`src/wsr_pkg.sv`:
```
// ----------------------------------------------------------------------------
// wsr_pkg
// Shared types and constants of the weight stability recorder.
// ----------------------------------------------------------------------------
`default_nettype none

package wsr_pkg;

	localparam int WEIGHT_W = 24;
	localparam int TIME_W   = 32;
	localparam int THR_W    = 23;
	localparam int TOL_W    = 23;
	localparam int DUR_W    = 32;
	localparam int CFG_W    = 32;
	localparam int IDX_W    = 2;
	localparam int PHASE_W  = 2;
	localparam int IN_DATA_W  = 56;
	localparam int OUT_DATA_W = 32;

	localparam logic [THR_W-1:0] THR_RST = THR_W'(1000);
	localparam logic [TOL_W-1:0] TOL_RST = TOL_W'(50);
	localparam logic [DUR_W-1:0] DUR_RST = DUR_W'(2000);

	typedef enum logic [IDX_W-1:0] {
		REG_THRESHOLD = 2'd0,
		REG_TOLERANCE = 2'd1,
		REG_DURATION  = 2'd2
	} reg_idx_t;

	typedef enum logic [PHASE_W-1:0] {
		PH_IDLE = 2'd0,
		PH_STAB = 2'd1,
		PH_REC  = 2'd2
	} phase_t;

	typedef struct packed {
		logic [THR_W-1:0] threshold;
		logic [TOL_W-1:0] tolerance;
		logic [DUR_W-1:0] duration;
	} cfg_t;

	typedef struct packed {
		logic                       record;
		logic signed [WEIGHT_W-1:0] recorded_weight;
		logic [PHASE_W-1:0]         phase_out;
	} result_t;

endpackage

`default_nettype wire

```
`src/wsr_cfg_regs.sv`:
```
// ----------------------------------------------------------------------------
// wsr_cfg_regs
// Configuration registers: threshold, tolerance and duration.
// ----------------------------------------------------------------------------
`default_nettype none

module wsr_cfg_regs (
	input  wire logic                      clk,
	input  wire logic                      arst_n,
	input  wire logic                      cfg_we,
	input  wire logic [wsr_pkg::IDX_W-1:0] cfg_index,
	input  wire logic [wsr_pkg::CFG_W-1:0] cfg_wdata,
	output wsr_pkg::cfg_t                  cfg
);
	import wsr_pkg::*;

	cfg_t cfg_q;

	always_ff @(posedge clk or negedge arst_n) begin
		if (!arst_n) begin
			cfg_q.threshold <= THR_RST;
			cfg_q.tolerance <= TOL_RST;
			cfg_q.duration  <= DUR_RST;
		end else if (cfg_we) begin
			case (cfg_index)
				REG_THRESHOLD: cfg_q.threshold <= cfg_wdata[THR_W-1:0];
				REG_TOLERANCE: cfg_q.tolerance <= cfg_wdata[TOL_W-1:0];
				REG_DURATION:  cfg_q.duration  <= cfg_wdata[DUR_W-1:0];
				default: ;
			endcase
		end
	end

	assign cfg = cfg_q;

endmodule

`default_nettype wire

```
`src/wsr_core.sv`:
```
// ----------------------------------------------------------------------------
// wsr_core
// Phase state machine with candidate weight and start time.
// ----------------------------------------------------------------------------
`default_nettype none

module wsr_core (
	input  wire logic                              clk,
	input  wire logic                              arst_n,
	input  wire logic                              step,
	input  wire logic signed [wsr_pkg::WEIGHT_W-1:0] weight,
	input  wire logic [wsr_pkg::TIME_W-1:0]        now_ms,
	input  wire wsr_pkg::cfg_t                     cfg,
	output wsr_pkg::result_t                       res
);
	import wsr_pkg::*;

	phase_t                     phase_q, phase_d;
	logic signed [WEIGHT_W-1:0] cand_q, cand_d;
	logic [TIME_W-1:0]          start_q, start_d;

	logic signed [WEIGHT_W:0] w_ext;
	logic signed [WEIGHT_W:0] diff;
	logic [WEIGHT_W:0]        adiff;
	logic                     non_pos;
	logic                     at_thr;
	logic                     in_band;
	logic                     timed_out;
	logic [TIME_W-1:0]        elapsed;

	assign w_ext     = {weight[WEIGHT_W-1], weight};
	assign non_pos   = weight[WEIGHT_W-1] || (weight == '0);
	assign at_thr    = w_ext >= $signed({2'b00, cfg.threshold});
	assign diff      = w_ext - {cand_q[WEIGHT_W-1], cand_q};
	assign adiff     = diff[WEIGHT_W] ? (WEIGHT_W+1)'(-diff) : diff;
	assign in_band   = adiff <= {2'b00, cfg.tolerance};
	assign elapsed   = now_ms - start_q;
	assign timed_out = elapsed >= cfg.duration;

	always_comb begin
		phase_d = phase_q;
		cand_d  = cand_q;
		start_d = start_q;
		if (non_pos) begin
			phase_d = PH_IDLE;
			cand_d  = '0;
			start_d = '0;
		end else begin
			case (phase_q)
				PH_IDLE: begin
					if (at_thr) begin
						phase_d = PH_STAB;
						cand_d  = weight;
						start_d = now_ms;
					end
				end
				PH_STAB: begin
					if (!in_band) begin
						cand_d  = weight;
						start_d = now_ms;
					end else if (timed_out) begin
						if (at_thr) begin
							phase_d = PH_REC;
						end else begin
							cand_d  = weight;
							start_d = now_ms;
						end
					end
				end
				default: ;
			endcase
		end
	end

	always_comb begin
		res.phase_out       = phase_d;
		res.record          = (phase_q == PH_STAB) && (phase_d == PH_REC);
		res.recorded_weight = res.record ? weight : '0;
	end

	always_ff @(posedge clk or negedge arst_n) begin
		if (!arst_n) begin
			phase_q <= PH_IDLE;
			cand_q  <= '0;
			start_q <= '0;
		end else if (step) begin
			phase_q <= phase_d;
			cand_q  <= cand_d;
			start_q <= start_d;
		end
	end

endmodule

`default_nettype wire

```
`src/weight_stability_recorder_unit.sv`:
```
// ----------------------------------------------------------------------------
// weight_stability_recorder_unit
// Records a weight once it has stayed within a band for a set time.
// ----------------------------------------------------------------------------
// channel | dir | tdata (low bit up)                       | tuser
// s_axis  | in  | weight[23:0], now_ms[55:24]              | -
// m_axis  | out | recorded_weight[23:0], phase_out[25:24]  | record[0]
// cfg     | in  | cfg_index selects, cfg_wdata holds value | -
//
// One word per cycle sustained while m_axis accepts words.
// Input register, then state machine logic, then result register.
// State update occurs as a word moves from input to result register.
// Stalls on m_axis hold both registers; s_tready falls only when both full.
// Reset clears phase, candidate, start time and loads register defaults.
// ----------------------------------------------------------------------------
`default_nettype none

module weight_stability_recorder_unit (
	input  wire logic                           clk,
	input  wire logic                           arst_n,
	input  wire logic                           s_tvalid,
	output logic                                s_tready,
	input  wire logic [wsr_pkg::IN_DATA_W-1:0]  s_tdata,   // weight, now_ms
	output logic                                m_tvalid,
	input  wire logic                           m_tready,
	output logic [wsr_pkg::OUT_DATA_W-1:0]      m_tdata,   // recorded_weight, phase_out
	output logic [0:0]                          m_tuser,   // record
	input  wire logic                           cfg_we,
	input  wire logic [wsr_pkg::IDX_W-1:0]      cfg_index,
	input  wire logic [wsr_pkg::CFG_W-1:0]      cfg_wdata
);
	import wsr_pkg::*;

	cfg_t    cfg;
	result_t res;
	result_t out_q;

	logic                       valid_s1;
	logic signed [WEIGHT_W-1:0] weight_s1;
	logic [TIME_W-1:0]          now_s1;
	logic                       out_valid_q;
	logic                       out_free;
	logic                       advance;

	assign out_free = !out_valid_q || m_tready;
	assign advance  = valid_s1 && out_free;
	assign s_tready = !valid_s1 || out_free;

	wsr_cfg_regs u_cfg (
		.clk       (clk),
		.arst_n    (arst_n),
		.cfg_we    (cfg_we),
		.cfg_index (cfg_index),
		.cfg_wdata (cfg_wdata),
		.cfg       (cfg)
	);

	wsr_core u_core (
		.clk    (clk),
		.arst_n (arst_n),
		.step   (advance),
		.weight (weight_s1),
		.now_ms (now_s1),
		.cfg    (cfg),
		.res    (res)
	);

	always_ff @(posedge clk or negedge arst_n) begin
		if (!arst_n) begin
			valid_s1 <= 1'b0;
		end else if (s_tready) begin
			valid_s1 <= s_tvalid;
		end
	end

	always_ff @(posedge clk) begin
		if (s_tready && s_tvalid) begin
			weight_s1 <= s_tdata[WEIGHT_W-1:0];
			now_s1    <= s_tdata[WEIGHT_W +: TIME_W];
		end
	end

	always_ff @(posedge clk or negedge arst_n) begin
		if (!arst_n) begin
			out_valid_q <= 1'b0;
		end else if (out_free) begin
			out_valid_q <= valid_s1;
		end
	end

	always_ff @(posedge clk) begin
		if (advance) begin
			out_q <= res;
		end
	end

	assign m_tvalid = out_valid_q;
	assign m_tdata  = {{(OUT_DATA_W-WEIGHT_W-PHASE_W){1'b0}}, out_q.phase_out,
		out_q.recorded_weight};
	assign m_tuser  = out_q.record;

endmodule

`default_nettype wire

```
`config.mk`:
```
export PLATFORM = sky130hd
export DESIGN_NAME = weight_stability_recorder_unit
export DESIGN_NICKNAME = d
export VERILOG_FILES = /design/src/wsr_pkg.sv /design/src/wsr_cfg_regs.sv /design/src/wsr_core.sv /design/src/weight_stability_recorder_unit.sv
export SDC_FILE = /design/constraint.sdc
export NUM_CORES = 1
export LEC_CHECK = 0
export BUFFER_PORTS_ARGS = -buffer_cell sky130_fd_sc_hd__buf_4
export CAP_MARGIN = 15
export CORE_MARGIN = 5
export CORE_UTILIZATION = 55
export DETAILED_ROUTE_END_ITERATION = 6
export PLACE_DENSITY_LB_ADDON = 0.12
export SLEW_MARGIN = 20
export SYNTH_ARGS = -nofsm -noshare
export SYNTH_HDL_FRONTEND = slang
export SYNTH_HIERARCHICAL = 1
export SYNTH_SLANG_ARGS = --single-unit
```
`constraint.sdc`:
```
create_clock -name clk -period 6 [get_ports clk]
set_input_delay 0 -clock clk [delete_from_list [all_inputs] [get_ports clk]]
set_output_delay 0 -clock clk [all_outputs]
set_load 0.01 [all_outputs]
```
Word level (Yosys, flattened, before mapping)
Index checks and enable logic that the tools add are counted.

Bits of input ports: 95. ROM bits: 0. Register bits: 221. Logic and storage cells: 61. Bits in writable memories: 0. Output and inout port bits: 35. Memories kept: 0. Latch bits: 0.

Equality and inequality tests: 7. Shift operators: 0. Mux-type cells: 19. $add $sub $neg: 3. Order comparisons: 3. Reduce and logical (&&, ||, !) cells: 16. Divide/modulo/power cells: 0. Multiply operators: 0. Bitwise gates (word level): 0.

Operators by type and width (number): $mux W32 (5); $mux W24 (5); $pmux W32 S2 (1); $pmux W24 S2 (1); $ge A32 B32 Y1 (1); $sub A32 B32 Y32 (1); $le A25 B23 Y1 (1); $mux W25 (1); $neg A25 Y25 (1); $sub A24 B24 Y25 (1); $ge A24 B24 Y1 (1); $logic_not A24 Y1 (1); $mux W2 (5); $ne A4 B3 Y1 const B (2); $reduce_and A2 Y1 (3); $reduce_and A5 Y1 (1); $eq A2 B1 Y1 const B (2); $eq A2 B2 Y1 const B (2); $logic_not A2 Y1 (2); $pmux W2 S2 (1); $logic_and A1 B1 Y1 (3); $logic_or A1 B1 Y1 (3); $ne A3 B1 Y1 const B (1); $reduce_bool A3 Y1 (1); $logic_not A1 Y1 (2).

Longest topological paths before layout
Gate-level depths: netlist of the first run.

Depth in word-level cells: 9. Depth in mapped cells: 29. Gate-level depth less buffers: 27.

By module
The synthesis of the first run kept the hierarchy.

Modules (own cells, without submodules): wsr_core (area an instance 8411.8 sq um, times used 1, seq. area each 1451.4 sq um, cells each 1049); wsr_cfg_regs (area an instance 2961.6 sq um, times used 1, seq. area each 1970.6 sq um, cells each 166); weight_stability_recorder_unit (area an instance 2645.0 sq um, times used 1, seq. area each 2542.4 sq um, cells each 98).

Worst setup path before layout of the first run
No wires, ideal clock.

Path kind: reg2reg. From: register weight_s1[0]. To: register u_core.cand_q[1]. Cell stages (with the launch flop): 25. Data arrival time: 5.457 ns. Path slack: 0.422 ns. Path through: edfxtp_1 > inv_1 > ha_1 > fa_1 > nor2b_1 > o31ai_2 > a21oi_2 > o31a_4 > xor2_1 > or3_4 > nor3_1 > nand2_1 > o31ai_1 > xor2_1 > ha_1 > or4_1 > a21oi_1 > a31oi_1 > or4_1 > a31oi_1 > nor3_2 > and3_1 > buf_4 > buf_6 > a22o_1.

Longest elaborated chain between the ends: 7.

Ends and longest elaborated chain: start, declared (line weight_stability_recorder_unit.sv:39) `logic signed [WEIGHT_W-1:0] weight_s1;`; start signal, assigned (line weight_stability_recorder_unit.sv:78) `weight_s1 <= s_tdata[WEIGHT_W-1:0];`; $sub A24 B24 Y25 (line wsr_core.sv:34) `assign diff = w_ext - {cand_q[WEIGHT_W-1], cand_q};`; $neg A25 Y25 (line wsr_core.sv:35) `assign adiff = diff[WEIGHT_W] ? (WEIGHT_W+1)'(-diff) : diff;`; $mux W25 (line wsr_core.sv:35); $le A25 B23 Y1 (line wsr_core.sv:36) `assign in_band = adiff <= {2'b00, cfg.tolerance};`; $mux W24 (line wsr_core.sv:58) `if (!in_band) begin`; $pmux W24 S2 (line wsr_core.sv:49) `case (phase_q)`; $mux W24 (line wsr_core.sv:44) `if (non_pos) begin`; end signal, assigned (line wsr_core.sv:88) `cand_q <= cand_d;`; end, declared (line wsr_core.sv:19) `logic signed [WEIGHT_W-1:0] cand_q, cand_d;`.

Parallel ways exist; a longest one is shown, timed or not. A chain may end at the register's enable or synchronous reset.

Worst setup path in the final report of the first run
From: register weight_s1[1]. To: register u_core.cand_q[0].

The elaborated chain is that of the path after synthesis.

==> results of run 1 <==
## kinds of logic after synthesis
kind of cell	synth area share
AO/OA/AOI/OAI	0.163
XOR/XNOR	0.0381
adder cells (fa/ha/maj)	0.122
buffers and inverters	0.0693
flip-flops	0.425
multiplexers	0.0648
other	0.000536
AND/OR/NAND/NOR	0.116
## metal layers
layer	vias up	wire [µm]
met3	69	1480
met1	5191	15300
met2	246	17700
met4	0	928
met5	-	0
li1	5284	-
## sequential cells by signal, indices dropped and copies added, names as in the netlist
| signal | cells |
|---|---|
| u_cfg/cfg | 78 |
| now_s1 | 32 |
| u_core/start_q | 32 |
| m_tdata | 26 |
| u_core/cand_q | 24 |
| weight_s1 | 24 |
| u_core/phase_q | 2 |
| m_tuser | 1 |
| m_tvalid | 1 |
| valid_s1 | 1 |
## per-stage QoR
stage | utilization | area [µm²] | TNS [ns]
3_3_place_gp | 0.620 | 15600 | 0
6_report | 0.700 | 17600 | 0
3_5_place_dp | 0.621 | 15600 | 0
4_1_cts | 0.692 | 17400 | 0
5_1_grt | 0.700 | 17600 | -0.773
2_1_floorplan | - | 14000 | 0
## layout make-up
type | instances | area share
clock inverters | 14 | 0.00954
repair buffers | 286 | 0.142
multi-input cells | 882 | 0.412
inverters | 172 | 0.0368
well taps | 330 | 0.0235
clock buffers | 30 | 0.0360
flip-flops and latches | 221 | 0.340
## timing repair
| item | in CTS | in global routing |
|---|---|---|
| pin swaps | 0 | 10 |
| hold endpoints to repair | 218 | 0 |
| hold buffers | 97 | 0 |
| endpoints found under the setup margin | 1 | 80 |
| resized for setup | 1 | 34 |
| cloned | 0 | 2 |
| buffers inserted | 0 | 2 |
## final timing paths
kind,to,start,slack [ns],cells after the start
min in group asynchronous,u_core/cand_q[7]$_DFFE_PN0P_,arst_n,0.11,2
max,u_core/cand_q[0]$_DFFE_PN0P_,weight_s1[1]$_DFFE_PP_,0.17,24
max in group asynchronous,u_cfg/cfg[66]$_DFFE_PN0P_,arst_n,4.62,3
min reg2reg,u_core/start_q[27]$_DFFE_PN0P_,u_core/start_q[27]$_DFFE_PN0P_,0.50,1
min,u_cfg/cfg[68]$_DFFE_PN0P_,cfg_index[1],0.06,4
max reg2reg,u_core/cand_q[0]$_DFFE_PN0P_,weight_s1[1]$_DFFE_PP_,0.17,24
## worst register-to-register path: stages (launching register included)
cell                       delay (ns)
sky130_fd_sc_hd__edfxtp_1        0.45
sky130_fd_sc_hd__ha_1            0.32
sky130_fd_sc_hd__and3b_1         0.21
sky130_fd_sc_hd__o2111a_2        0.30
sky130_fd_sc_hd__or2_4           0.29
sky130_fd_sc_hd__o311ai_4        0.33
sky130_fd_sc_hd__o31ai_2         0.13
sky130_fd_sc_hd__or3_4           0.35
sky130_fd_sc_hd__nor3_1          0.19
sky130_fd_sc_hd__buf_4           0.16
sky130_fd_sc_hd__nand2_1         0.09
sky130_fd_sc_hd__o31ai_2         0.29
sky130_fd_sc_hd__xor2_1          0.10
sky130_fd_sc_hd__ha_1            0.21
sky130_fd_sc_hd__or4_1           0.49
sky130_fd_sc_hd__a21oi_2         0.13
sky130_fd_sc_hd__a31oi_2         0.13
sky130_fd_sc_hd__or4_1           0.52
sky130_fd_sc_hd__a31oi_1         0.18
sky130_fd_sc_hd__nor3_2          0.07
sky130_fd_sc_hd__buf_4           0.15
sky130_fd_sc_hd__a21oi_4         0.16
sky130_fd_sc_hd__buf_12          0.15
sky130_fd_sc_hd__buf_12          0.16
sky130_fd_sc_hd__a22o_1          0.17
## power groups by stage
stage               registers (W)  logic, W  clock network, W
floorplan                 0.00196   0.00212                 0
global placement          0.00199   0.00287                 0
detailed placement        0.00200   0.00293                 0
CTS                       0.00198   0.00301           0.00153
global route              0.00201   0.00352           0.00160
finish                    0.00198   0.00315           0.00150
## Yosys cell counts (19+ instances only)
cell type,instances
sky130_fd_sc_hd__nor2_1,60
sky130_fd_sc_hd__a21o_1,33
sky130_fd_sc_hd__mux2_2,77
sky130_fd_sc_hd__o21ai_0,43
sky130_fd_sc_hd__xor2_1,19
sky130_fd_sc_hd__xnor2_1,42
sky130_fd_sc_hd__dfrtp_1,123
sky130_fd_sc_hd__nand2_1,52
sky130_fd_sc_hd__ha_1,134
sky130_fd_sc_hd__a21oi_1,74
sky130_fd_sc_hd__a22o_1,47
sky130_fd_sc_hd__inv_1,170
sky130_fd_sc_hd__nor2_4,19
sky130_fd_sc_hd__nor3_1,26
sky130_fd_sc_hd__edfxtp_1,83
==> summary.md, run 1 <==
| Metric | Value |
|---|---|
| Final Max Tran Viols | 0 |
| Combinational Power Share | 0.476 |
| Antenna violations before repair | 0 |
| Count of maximum capacitance violations | 0 |
| Final estimated routing congestion in global placement | 0.872 |
| Clock input transition at the sequential cells of the worst setup and hold paths | 0.06 ns |
| Cell internal power dissipation | 0.00418 W |
| Largest incremental delay on the critical path | 0.52 ns |
| Total global routing overflow | 0 |
| Cell at the root of the clock tree | sky130_fd_sc_hd__clkbuf_16 |
| Worst Setup Path Type | reg2reg |
| Routed via count | 10790 |
| Pwr Density | 377 nW/µm² |
| Number of global-route vias before repair | 10959 |
| Maximum level of the CTS H-tree | 1 |
| Post-route clock period utilization | 0.972 |
| Post-synth ARST share | 0.624 |
| Hold slack final | 0.0634 ns |
| Dpl cells | 1790 |
| Horizontal die dimension | 170 µm |
| Most used routing layer | met2 |
| Most used flip-flop cell after synthesis | sky130_fd_sc_hd__dfrtp_1 |
| Critical path buffer and inverter count | 4 |
| Sequential cell area in the final layout | 5960 µm² |
| Static leakage power | 7.85 nW |
| Count of input and output buffers | 123 |
| GRT met1 Usage | 0.315 |
| Yosys top cell area share | 0.220 |
| Setup-violating endpoint count in the final report | 0 |
| Flop and latch count out of synthesis | 221 |
| Initial cell density of the core | 0.558 |
| Total design power | 0.00663 W |
| Maximum vdd ir drop | 0.342 mV |
| Cell Count, Final, Fillers Out | 1935 |
| Worst path arrival time | 6.29 ns |
| Placeable core region | 25100 µm² |
| Net Sw Frac | 0.370 |
| Number of synthesized flops with an enable pin | 83 |
| Routed Wire Length | 35400 µm |
| Result of the run | finished, final reports clean |
| Sequential cell area fraction in the yosys report | 0.425 |
| Number of buffers on the longest clock path | 3 |
| Floorplan die area | 28800 µm² |
| Number of instances in the synthesized netlist | 1313 |
| Max_slew headroom | 0.415 |
| Leading cell types by total area after synthesis | sky130_fd_sc_hd__dfrtp_1 22%, sky130_fd_sc_hd__edfxtp_1 18%, sky130_fd_sc_hd__ha_1 12%, sky130_fd_sc_hd__mux2_2 6.2%, sky130_fd_sc_hd__inv_1 4.6% |
| Sequential fraction of design power | 0.298 |
| Number of distinct library cell variants in the gate-level netlist after synthesis | 88 |
| Global routing met2 resource utilization | 0.428 |
| DR vias/cell | 5.58 |
| Height of the chip | 170 µm |
| Slowest-stage cell, CP | sky130_fd_sc_hd__or4_1 |
| Ordered list of cells on the worst path | ha_1, and3b_1, o2111a_2, or2_4, o311ai_4, o31ai_2, or3_4, nor3_1, buf_4, nand2_1, o31ai_2, xor2_1, ha_1, or4_1, a21oi_2, a31oi_2, or4_1, a31oi_1, nor3_2, buf_4, a21oi_4, buf_12, buf_12, a22o_1 |
| Layout net count | 1818 |
| Detailed placement HPWL | 24700 µm |
| Synth Area per Inst | 10.7 µm² |
| Initial drt markers | 742 |
| Cell class contributing the biggest share of worst-path delay | simple AND/OR/NAND/NOR gates |
| Filler cells | 1888 |
| Kind of start point of the critical path | flop |
| Top-Level Pins | 130 |
| Highest achievable clock rate | 172 MHz |
| Final Hold Vio Count | 0 |
| Area of the multi-input gates | 7250 µm² |
| Share of post-route cells with drive strength above 1 | 0.246 |
| Setup slack at placement | 0.0594 ns |
| Worst hold path type | in2reg |
| Met3 track demand over resource in global routing | 0.0303 |
| Residual antenna-violating net count after detailed routing | 0 |
| TritonRoute pass-1 iters | 5 |
| Maximum number of pins on one net before global-route repair | 84 |
| Per-cell routed wire length | 18.3 µm |
| Largest fanout of any net on the critical path | 19 |
| Largest area contributor in the synthesized netlist | sky130_fd_sc_hd__dfrtp_1 |
| Total clock buffers created by CTS | 24 |
| Clock network latency to the later pin of the worst-skew pair | 0.55 ns |
| Sink count of the clock tree | 221 |
| Most used cells in the layout excluding fill and tap cells | 179 x sky130_fd_sc_hd__buf_4, 169 x sky130_fd_sc_hd__inv_1, 129 x sky130_fd_sc_hd__ha_1, 123 x sky130_fd_sc_hd__dfrtp_1, 97 x sky130_fd_sc_hd__dlygate4sd3_1 |
| Number of design rule violations left after detail routing | 0 |
| Element type at the critical path end | flop |
| Antenna Cells | 0 |
| Total global-route track usage | 0.242 |
| Global-route wire length before repair | 56600 µm |
| Transition at the pin with the smallest max-transition slack | 0.873 ns |
| Final setup slack of the worst path | 0.171 ns |
| Most common cell after layout, fill and taps aside | sky130_fd_sc_hd__buf_4 |
| Mapped Area | 14000 µm² |
| Total number of yosys warnings | 6 |
| # rows | 58 |
| Required @ worst endpoint | 6.47 ns |
| Clock network fraction of total power | 0.226 |
| Area overhead of the layout relative to synthesis | 25.3% |
| Time the final worst path needs with I/O delays and setup | 5.83 ns |
| TritonCTS clock tree | yes |
| P_sw | 0.00245 W |
| Setup skew after layout | 0.0247 ns |
Note: power is estimated with default switching activity, not from simulation.
==> run 2: changes to the inputs <==
--- a/config.mk
+++ b/config.mk
@@ -5,10 +5,13 @@
 export SDC_FILE = /design/constraint.sdc
 export NUM_CORES = 1
 export LEC_CHECK = 0
+export ABC_AREA = 1
 export BUFFER_PORTS_ARGS = -buffer_cell sky130_fd_sc_hd__buf_4
 export CAP_MARGIN = 15
+export CELL_PAD_IN_SITES_DETAIL_PLACEMENT = 1
+export CELL_PAD_IN_SITES_GLOBAL_PLACEMENT = 2
 export CORE_MARGIN = 5
-export CORE_UTILIZATION = 55
+export CORE_UTILIZATION = 33
 export DETAILED_ROUTE_END_ITERATION = 6
 export PLACE_DENSITY_LB_ADDON = 0.12
 export SLEW_MARGIN = 20
==> summary.md, run 2 <==
| Metric | Value |
|---|---|
| Initial drt markers | 534 (was 742) |
| Time the final worst path needs with I/O delays and setup | 5.28 ns (was 5.83 ns) |
| Most prevalent standard cell on the critical path | sky130_fd_sc_hd__nand2_1 |
| Cell Count, Final, Fillers Out | 2701 (was 1935) |
| Combinational Power Share | 0.423 (was 0.476) |
| Net Sw Frac | 0.394 (was 0.370) |
| Worst path arrival time | 5.76 ns (was 6.29 ns) |
| Floorplan die area | 49300 µm² (was 28800 µm²) |
| Top-Level Pins | 130 (unchanged) |
| P_sw | 0.00241 W (was 0.00245 W) |
| Layout net count | 2319 (was 1818) |
| Static leakage power | 9.03 nW (was 7.85 nW) |
| Number of synthesized flops with an enable pin | 83 (unchanged) |
| Area overhead of the layout relative to synthesis | 22.1% (was 25.3%) |
| Largest incremental delay on the critical path | 0.43 ns (was 0.52 ns) |
| TritonCTS clock tree | yes (unchanged) |
| Total global routing overflow | 0 (unchanged) |
| Buffer count from post-CTS setup fixing | 0 (unchanged) |
| Main combinational cell family by area after synthesis | simple AND/OR/NAND/NOR gates (was compound AO/OA/AOI/OAI gates) |
| Quantity of hold-fixing buffers added after cts | 103 (was 97) |
| Required @ worst endpoint | 6.48 ns (was 6.47 ns) |
| Residual antenna-violating net count after detailed routing | 0 (unchanged) |
| Fraction of the mapped netlist area in adder cells | 0.116 (was 0.122) |
| Final Max Tran Viols | 0 (unchanged) |
| Clock network fraction of total power | 0.263 (was 0.226) |
| Sequential fraction of design power | 0.314 (was 0.298) |
| Most used flip-flop cell after synthesis | sky130_fd_sc_hd__dfrtp_1 (unchanged) |
| Transition at the pin with the smallest max-transition slack | 0.885 ns (was 0.873 ns) |
| Dpl cells | 2548 (was 1790) |
| Placed cell areas | 16200 µm² (was 15600 µm²) |
| Total global-route track usage | 0.197 (was 0.242) |
| Slowest-stage cell, CP | sky130_fd_sc_hd__fa_1 (was sky130_fd_sc_hd__or4_1) |
| Finished Core Util | 0.409 (was 0.700) |
| Max_slew headroom | 0.410 (was 0.415) |
| Largest area contributor in the synthesized netlist | sky130_fd_sc_hd__dfrtp_1 (unchanged) |
| TritonRoute pass-1 iters | 4 (was 5) |
| Setup skew after layout | 0.0163 ns (was 0.0247 ns) |
| Element type at the critical path end | flop (unchanged) |
| Horizontal die dimension | 222 µm (was 170 µm) |
| Antenna violations before repair | 2 (was 0) |
| Placeable core region | 44300 µm² (was 25100 µm²) |
| Height of the chip | 222 µm (was 170 µm) |
| Kind of start point of the critical path | flop (unchanged) |
| Number of distinct library cell variants in the gate-level netlist after synthesis | 46 (was 88) |
| Global-route wire length before repair | 78200 µm (was 56600 µm) |
| DR vias/cell | 4.79 (was 5.58) |
| Total number of yosys warnings | 6 (unchanged) |
| # rows | 77 (was 58) |
| Mapped Area | 14800 µm² (was 14000 µm²) |
| Worst hold path type | in2async (was in2reg) |
| Quantity of gates resized following cts | 0 (was 1) |
| Cell at the root of the clock tree | sky130_fd_sc_hd__clkbuf_16 (unchanged) |
| Cell internal power dissipation | 0.00372 W (was 0.00418 W) |
| Reg-to-Reg End | u_core/cand_q[20]$_DFFE_PN0P_ (was u_core/cand_q[0]$_DFFE_PN0P_) |
| Number of global-route vias before repair | 13742 (was 10959) |
| Count of maximum capacitance violations | 0 (unchanged) |
| R2R setup slack | 0.72 ns (was 0.17 ns) |
| Share of post-route cells with drive strength above 1 | 0.114 (was 0.246) |
| Final Hold Vio Count | 0 (unchanged) |
| Count of input and output buffers | 123 (unchanged) |
| Sequential cell area fraction in the yosys report | 0.402 (was 0.425) |
| Area share of and/or/nand/nor cells after synthesis | 0.291 (was 0.116) |
| Post-route clock period utilization | 0.880 (was 0.972) |
| Sum of negative setup slack | 0 ns (unchanged) |
| Pwr Density | 338 nW/µm² (was 377 nW/µm²) |
| Synth Area per Inst | 7.90 µm² (was 10.7 µm²) |
| Max reg flops | 78 (unchanged) |
| Worst Setup Path Type | reg2reg (unchanged) |
| Routed Wire Length | 49600 µm (was 35400 µm) |
| Cell area after layout | 18100 µm² (was 17600 µm²) |
| Most used routing layer | met2 (unchanged) |
| Maximum level of the CTS H-tree | 1 (unchanged) |
| Result of the run | finished, final reports clean (unchanged) |
| Most used cells in the layout excluding fill and tap cells | 572 x sky130_fd_sc_hd__nand2_1, 283 x sky130_fd_sc_hd__inv_1, 134 x sky130_fd_sc_hd__ha_1, 133 x sky130_fd_sc_hd__buf_4, 123 x sky130_fd_sc_hd__dfrtp_1 (was 179 x sky130_fd_sc_hd__buf_4, 169 x sky130_fd_sc_hd__inv_1, 129 x sky130_fd_sc_hd__ha_1, 123 x sky130_fd_sc_hd__dfrtp_1, 97 x sky130_fd_sc_hd__dlygate4sd3_1) |
| Yosys top cell area share | 0.207 (was 0.220) |
| Post-synth ARST share | 0.624 (unchanged) |
| Number of instances in the synthesized netlist | 1880 (was 1313) |
| Most common cell after layout, fill and taps aside | sky130_fd_sc_hd__nand2_1 (was sky130_fd_sc_hd__buf_4) |
| Multiplexer share of the synthesized area | 0 (was 0.0648) |
| Maximum vdd ir drop | 0.215 mV (was 0.342 mV) |
| Flop and latch count out of synthesis | 221 (unchanged) |
| Post-synthesis xor/xnor area fraction | 0.0319 (was 0.0381) |
| Compound-cell area share of the yosys netlist | 0.0569 (was 0.163) |
| Total clock buffers created by CTS | 27 (was 24) |
| Unrepaired setup endpoints after global routing | no |
| Met3 track demand over resource in global routing | 0.0230 (was 0.0303) |
| Largest fanout of any net on the critical path | 52 (was 19) |
| Commonest cells in the synthesized netlist | 572 x sky130_fd_sc_hd__nand2_1, 284 x sky130_fd_sc_hd__inv_1, 134 x sky130_fd_sc_hd__ha_1 (was 170 x sky130_fd_sc_hd__inv_1, 134 x sky130_fd_sc_hd__ha_1, 123 x sky130_fd_sc_hd__dfrtp_1) |
| Clock input transition at the sequential cells of the worst setup and hold paths | 0.06 ns (about the same) |
| Per-cell routed wire length | 18.4 µm (was 18.3 µm) |
| Maximum number of pins on one net before global-route repair | 90 (was 84) |
| Cell with the most instances after synthesis | sky130_fd_sc_hd__nand2_1 (was sky130_fd_sc_hd__inv_1) |
| Initial cell density of the core | 0.335 (was 0.558) |
| GRT met1 Usage | 0.251 (was 0.315) |
| Routed via count | 12926 (was 10790) |
| Final estimated routing congestion in global placement | 0.825 (was 0.872) |
| Highest achievable clock rate | 189 MHz (was 172 MHz) |
| Setup-violating endpoint count in the final report | 0 (unchanged) |
| Global routing met2 resource utilization | 0.353 (was 0.428) |
| Clock network latency to the later pin of the worst-skew pair | 0.55 ns (about the same) |
| Leading cell types by total area after synthesis | sky130_fd_sc_hd__dfrtp_1 21%, sky130_fd_sc_hd__edfxtp_1 17%, sky130_fd_sc_hd__nand2_1 14%, sky130_fd_sc_hd__ha_1 11%, sky130_fd_sc_hd__inv_1 7.2% (was sky130_fd_sc_hd__dfrtp_1 22%, sky130_fd_sc_hd__edfxtp_1 18%, sky130_fd_sc_hd__ha_1 12%, sky130_fd_sc_hd__mux2_2 6.2%, sky130_fd_sc_hd__inv_1 4.6%) |
| Path depth of the worst reg2reg path | 30 (was 24) |
| Number of buffers on the longest clock path | 3 (unchanged) |
| Filler cells | 5424 (was 1888) |
| Number of design rule violations left after detail routing | 0 (unchanged) |
| Sink count of the clock tree | 221 (unchanged) |
| Detailed placement HPWL | 38000 µm (was 24700 µm) |
| Reg-to-Reg Start | weight_s1[0]$_DFFE_PP_ (was weight_s1[1]$_DFFE_PP_) |
==> run 2: changes by cell type in the layout (fill, tap and decap cells not counted), sizes merged, moves of 53 or more <==
cell	previous run	this run
mux2	78	0
buf	188	135
nand3	11	113
inv	171	289
nand2	52	583
nand4	18	84
==> run 2: stage by stage <==
step	worst slack [ns]	total power [W]	hold WS, ns
2_1_floorplan	1.85	0.00371	-0.296
3_3_place_gp	0.641	0.00445	0.154
3_5_place_dp	0.704	0.00452	0.163
4_1_cts	0.666	0.00625	0.119
5_1_grt	0.262	0.00667	0.133
6_report	0.719	0.00613	0.123
==> run 2: cells by family after synthesis <==
kind of cell / after synthesis
buf+inv: 352
compound gates: 151
fa+ha+maj: 136
xor+xnor: 54
other cells: 2
simple gates: 964
flops: 221
==> run 2: cell type report <==
class	count	area (µm²)	area share
flip-flops and latches	221	5960	0.329
multi-input cells	1312	7410	0.409
diodes	1	2.50	0.000138
repair buffers	238	2060	0.114
clock buffers	42	772	0.0426
well taps	592	741	0.0409
inverters	288	1090	0.0599
clock inverters	7	88.8	0.00490
==> run 2: layer usage <==
metal	vias to the layer above	part of all wire
li1	6493	-
met1	6206	0.44
met2	158	0.50
met3	67	0.029
met4	2	0.029
met5	-	0.00026
==> run 2: critical path, delay by kind of cell (launching register included) <==
kind	cells	cell delay, ns
simple gates	20	2.70
fa+ha+maj	3	1.00
xor+xnor	1	0.23
buf+inv	5	0.69
compound gates	1	0.22
flops	1	0.32
==> run 2: how the worst max path moves through the flow <==
stage / start / to / slack [ns] / cells past startpoint
2_1_floorplan: weight_s1[0]$_DFFE_PP_ / m_tdata[12]$_DFFE_PP_ / 1.85 / 39
3_3_place_gp: weight_s1[0]$_DFFE_PP_ / u_core/cand_q[5]$_DFFE_PN0P_ / 0.64 / 30
3_5_place_dp: weight_s1[0]$_DFFE_PP_ / u_core/start_q[7]$_DFFE_PN0P_ / 0.70 / 30
4_1_cts: weight_s1[0]$_DFFE_PP_ / u_core/cand_q[15]$_DFFE_PN0P_ / 0.67 / 30
5_1_grt: weight_s1[0]$_DFFE_PP_ / u_core/cand_q[11]$_DFFE_PN0P_ / 0.26 / 30
6_report: weight_s1[0]$_DFFE_PP_ / u_core/cand_q[20]$_DFFE_PN0P_ / 0.72 / 30
==> run 2: power by group through the flow <==
stage,Sequential [W],Combinational [W],Clock [W]
final,0.00192,0.00259,0.00161
after global routing,0.00195,0.00298,0.00174
after CTS,0.00193,0.00264,0.00167
after detailed placement,0.00195,0.00258,0
after global placement,0.00195,0.00250,0
after floorplan,0.00191,0.00179,0
